### src/design/wpg_div_stage.sv
// One registered bit of a restoring divider.
module wpg_div_stage #(
	parameter int NUM_W = 28,
	parameter int DEN_W = 15,
	parameter int QW    = 13,
	parameter int BIT   = 0
) (
	input  logic             clk,
	input  logic             ld,
	input  logic [NUM_W-1:0] rem_in,
	input  logic [QW-1:0]    quo_in,
	input  logic [DEN_W-1:0] den,
	output logic [NUM_W-1:0] rem_out,
	output logic [QW-1:0]    quo_out
);

	logic [NUM_W-1:0] dshift;
	logic             fits;

	always_comb begin
		dshift = NUM_W'(den) << BIT;
		fits   = rem_in >= dshift;
	end

	always_ff @(posedge clk) begin
		if (ld) begin
			rem_out <= fits ? (rem_in - dshift) : rem_in;
			quo_out <= quo_in | (fits ? (QW'(1) << BIT) : QW'(0));
		end
	end

endmodule

### config.mk
export PLATFORM = sky130hd
export DESIGN_NAME = wpg_div_stage
export DESIGN_NICKNAME = d
export VERILOG_FILES = /design/src/design/wpg_div_stage.sv
export SDC_FILE = /design/constraint.sdc
export NUM_CORES = 1
export LEC_CHECK = 0
export BUFFER_PORTS_ARGS = -buffer_cell sky130_fd_sc_hd__buf_4
export CORE_MARGIN = 4
export CORE_UTILIZATION = 34
export DETAILED_ROUTE_END_ITERATION = 8
export MAX_ROUTING_LAYER = met4
export SLEW_MARGIN = 10
export SYNTH_ARGS = -nofsm -noshare
export SYNTH_HDL_FRONTEND = slang
export SYNTH_SLANG_ARGS = --single-unit
### constraint.sdc
create_clock -name clk -period 2.6 [get_ports clk]
set_input_delay 0.13 -clock clk [delete_from_list [all_inputs] [get_ports clk]]
set_output_delay 0.13 -clock clk [all_outputs]
set_load 0.005 [all_outputs]
* After elaboration in Yosys (flattened, before gate mapping)
Cells that the tools add are included.
Widths: inputs -> output; s select.
** Storage, ports and cells
- Bits in registers :: 41
- Latch bits :: 0
- Memory bits (writable) :: 0
- ROM bits :: 0
- Logic and storage cells :: 7
- Memories :: 0
** Operators by class
- Add/sub/neg operators :: 1
- Multiply operators :: 0
- Div/mod/pow operators :: 0
- Magnitude comparators :: 1
- Equal/unequal tests :: 0
- Shifts and indexed selects :: 0
- Muxes and demuxes :: 2
- Bitwise gates (word level) :: 1
- Reduce and logical (&&, ||, !) cells :: 0
** Operator list (number)
- $ge 28x15->1 :: 1
- $mux 28 :: 1
- $sub 28x15->28 :: 1
- $or 13x1->13 :: 1
- $mux 1 :: 1

* Depth between registers and ports, before layout
- Word-level depth :: 3
- Gate-level depth with buffers :: 11

* Least setup slack after synthesis
Ideal clock, no wire load.
- Path type :: in2reg
- Start :: input port rem_in[0]
- End :: register rem_out[10], data pin
- Library setup time :: 260 ps
- Arrival :: 2320 ps
- Data required time :: 2340 ps
- Setup slack :: 20 ps
- Stages on the path :: 10
- Cells stage by stage :: inv_1 > ha_1 > fa_1 > nor2b_1 > o2111a_1 > o21ai_0 > a31o_2 > o21ai_1 > buf_2 > mux2_2
** Between the ends
- Cells in the longest elaborated chain, start to end :: 2
- Elaborated cells between the ends (all ways) :: 3
- Classes of those cells :: 1 x add/sub; 1 x order compare; 1 x mux
** RTL lines
- start, declared :: RTL line 10 : input logic [NUM_W-1:0] rem_in,
- $sub 28x15->28 or $ge 28x15->1 (tied branches) :: RTL line 27, 22
- $mux 28 * :: RTL line 27 : rem_out <= fits ? (rem_in - dshift) : rem_in;
- end signal, assigned :: RTL line 27
- end, declared :: RTL line 13 : output logic [NUM_W-1:0] rem_out,
Every way passes the cells marked *; elsewhere a longest branch is shown, timed or not.
A chain may end at the register's enable or synchronous reset.

* Final worst setup path
- Start :: input port rem_in[0]
- End :: register rem_out[20], data pin
Same word-level chain as after synthesis.

==> results.md <==
- The flow ran to the end, and the final reports show no timing, DRC or antenna violations.
- The last weighted congestion value of the routability-driven placer is slightly below 0.9.
- The number of cell rows is 31.
- The share of power burned in the clock network is about a quarter.
- The violation count after the first detailed-route iteration is 75.
- The via count is roughly 2300.
- Across the whole layout, storage elements account for approximately 0.0012 mm^2.
- TritonCTS built the clock tree.
- The count of TritonRoute iterations in the first routing pass is 4.
- Of the total power, the share spent switching nets is between 20% and 30%.
- On the worst path, the slowest cell contributes a delay of 0.40 ns.
- Clock-pin slew was measured on the worst setup and hold paths at around 0.070 ns.
- The HPWL after detailed placement is 5538 um.
- Of all nets on the critical path, the largest fanout is 7.
- The overall die height is ~95 um.
- The power share of the sequential group is between 40% and 50%.
- Counting every net in the synthesized netlist gives 320.
- The maximum operating frequency is 0.4141 GHz.
- The final count of hold timing violations is 0.
- The post-layout minimum cycle time is ~2.4 ns.
- The maximum clock path buffer count is 2.
- The count of port buffers added during placement is 98.
- The tree is rooted in a sky130_fd_sc_hd__clkbuf_8.
- The layout overhead on the synthesized area is 43.31%.
- STA classifies the critical path startpoint as a primary input.
- The power density of the placed cells is between 500 and 600 mW/mm^2.
- The kind of path behind the tightest hold check is in2reg.
- The floorplan step defined a die boundary enclosing roughly 0.009 mm^2.
- The power spent charging and discharging nets is ~0.00047 W.
- The critical path endpoint category is a register.
- For this configuration, the core starts out at a cell density of 35.26%.
- The total setup violations reported at the end of the flow is 0.
- The area of the core region is roughly 0.0073 mm^2.
- The post-place instance area is approximately 0.0036 mm^2.
- The cell with the most instances after synthesis is sky130_fd_sc_hd__edfxtp_1.
- For the pin with the worst max-slew slack, the measured transition is between 0.5 and 0.6 ns.
- The number of hold buffers added after CTS is 0.
- The most used flip-flop cell after synthesis is sky130_fd_sc_hd__edfxtp_1.
- In the routed design, unresolved DRC markers number 0.
- The repair_antennas step left the layout with diodes totalling 0.
- The fraction of layout cells with a size suffix above 1 is between 30% and 40%.
- The proportion of synthesized chip area in sequential cells is between 40% and 50%.
- Summing the areas of all and, or, nand and nor instances in the mapped netlist gives roughly 15% of the synthesized area.
- At the worst endpoint, the required time is approximately 2.6 ns.
- Internal power comes to approximately 0.0014 W.
- The critical path buffer and inverter count is 3.
- For this run, asynchronously set or reset flops after synthesis account for 0%.
- The buffers inserted during post-CTS setup optimization is 0.
- The share of Yosys cell area claimed by the top area cell type is between 40% and 50%.
- The combined area of all synthesized cells is 0.002571 mm^2.
- Of the total power, combinational logic draws between 20 and 30%.
- The number of buffers created by CTS is 5.
- In the final routed layout, each cell accounts on average for between 10 and 15 um.
- Dividing the final minimum period by the clock period gives between 90% and 100%.
- The synthesized netlist devotes around 8.1% of its cell area to adder and majority cells.
- After synthesis, the largest family of logic cells by area is compound AO/OA/AOI/OAI gates.
- Setup slack on the critical path of the routed design comes to 0.1852 ns.
- The total of flip-flops plus latches after synthesis is 41.
- The static leakage is between 1.5 and 2 nW.
- In this run the count of I/O pins placed on the die edge is 99.
- In this run, synthesis inferred roughly 40 flip-flops with an integrated enable.
- The die extent in x is around 95 um.
- The max capacitance violation total is 0.
- The routed via count divided by cell count is slightly below 5.
- The number of warnings reported in the yosys synthesis log is 0.
- The count of antenna-violating nets left after detailed routing is 0.
- The mux cell area share after synthesis is around 2.2%.
- The total placed cells including tap cells is between 400 and 500.
- The worst setup path is of the in2reg kind.
- The distinct cell type count of the synthesized netlist is 45.
- Traced cell by cell, the critical path runs through buf_4 > inv_1 > ha_1 > fa_1 > nor2b_1 > o2111a_1 > o21ai_0 > a31o_2 > o21ai_2 > buf_4 > nand4_1 > xnor2_1.
- Setup repair after global routing left no endpoint under its margin.
- Global routing used between 10% and 20% of the available tracks.
- For this design, the sink count on the clock tree is roughly 40.
- Counting instances in the post-synthesis netlist gives the leading cell types as sky130_fd_sc_hd__edfxtp_1, sky130_fd_sc_hd__nor2_1, sky130_fd_sc_hd__a21oi_1.
- The first-pass GRT wire length is between 10000 and 15000 um.
- Once layout is complete, the cells apart from fillers number 467.
- Headroom to the max-slew limit came out at between 60% and 70%.
- The largest area contributor in the netlist is sky130_fd_sc_hd__edfxtp_1.
- The number of instances in the synthesized netlist is about 250.
- The net count of the finished layout is roughly 440.
- For this design, the slowest cell found on the critical path is sky130_fd_sc_hd__fa_1.
- Among cell families on the critical path, the largest total delay comes from compound AO/OA/AOI/OAI gates.
- Entering global routing, the biggest net connects 42 pins.
- The worst ir drop on vdd is 0.0002095 V.
- The summed area of non-filler cells in the final layout is approximately 0.0037 mm^2.
- The total of cells resized after clock tree synthesis is 0.
- In the post-synthesis netlist, the biggest area contributors are sky130_fd_sc_hd__edfxtp_1, sky130_fd_sc_hd__ha_1, sky130_fd_sc_hd__xnor2_1.
- At the placement stage, the worst setup path has a slack of -0.08644 ns.
- The final-layout worst hold slack is about 0.02 ns.
- The setup TNS is 0 ns.
- The number of global-route vias before repair is ~2100.
- The final wirelength is 6726 um.
- The final global-route overflow total is 0.
- The number of antenna violations at the first check in global routing is 0.
- The H-tree level count is 2.
- The multi-input combinational cells in the finished layout cover a total of roughly 0.0013 mm^2.
- The xor-xnor portion of the synthesized cell area is between 7 and 8%.
- The number of fill cells in the layout is slightly above 700.
- The average instance in the mapped netlist occupies between 10 and 15 um^2.
- The count of pins over their slew limit was 0.
- The share of the synthesized area in compound gates (AO/OA/AOI/OAI) is ~16%.
- The most common cell type on the critical path is sky130_fd_sc_hd__buf_4.
- The arrival time reported for the critical path endpoint is around 2.5 ns.
path summary, 6_finish.rpt:
| path | from | endpoint | cells after the start |
|---|---|---|---|
| max | rem_in[0] | rem_out[20] | 12 |
| min | quo_in[11] | quo_out[11] | 1 |
area by class of cell:
class	instances	area share, %
inverters	19	1.935
clock inverters	2	0.9508
clock buffers	5	1.868
well taps	99	3.362
repair buffers	120	24.52
multi-input cells	181	33.96
flip-flops and latches	41	33.41
state kept, by name, indices dropped and copies added, names as in the netlist:
register and count:
rem_out 28, quo_out 13
power by group through the flow:
stage / combinational, W / clock, W / sequential [W]
2_1_floorplan: 0.000222 / 0 / 0.000862
3_3_place_gp: 0.000511 / 0 / 0.000854
4_1_cts: 0.000519 / 0.000511 / 0.000840
6_report: 0.000517 / 0.000491 / 0.000838
3_5_place_dp: 0.000516 / 0 / 0.000855
5_1_grt: 0.000566 / 0.000538 / 0.000846
placed cells by master, fill, tap and decap left out, types with 8 or more instances in the layout:
cell,n
sky130_fd_sc_hd__inv_1,19
sky130_fd_sc_hd__xor2_1,8
sky130_fd_sc_hd__nand2_1,10
sky130_fd_sc_hd__edfxtp_1,41
sky130_fd_sc_hd__xnor2_1,14
sky130_fd_sc_hd__o21ai_0,8
sky130_fd_sc_hd__buf_4,119
sky130_fd_sc_hd__ha_1,15
sky130_fd_sc_hd__nand3_1,11
sky130_fd_sc_hd__a21oi_1,21
sky130_fd_sc_hd__nor2_1,28
cell families (layout without fill, tap and decap cells):
logic type               Yosys count  count (layout)
AO/OA/AOI/OAI                     61              61
adder cells (fa/ha/maj)           16              16
XOR/XNOR                          22              22
AND/OR/NAND/NOR                   77              77
flip-flops                        41              41
buffers and inverters             24             146
multiplexers                       5               5
stage by stage:
stage,total power (W),util [%]
after floorplan,0.001085,-
after global placement,0.001365,48.97
after detailed placement,0.001371,48.97
after CTS,0.001869,50.39
after global routing,0.001949,50.53
final,0.001847,50.53
metal layers:
metal | vias up | global-route usage (%) | share of wire, %
met2 | 88 | 23.55 | 46
met4 | 0 | 3.726 | 1.2
met3 | 8 | 2.629 | 7.0
met1 | 1011 | 20.30 | 46
li1 | 1150 | - | -
met5 | - | - | 0
Power figures use the tool's default switching activity.
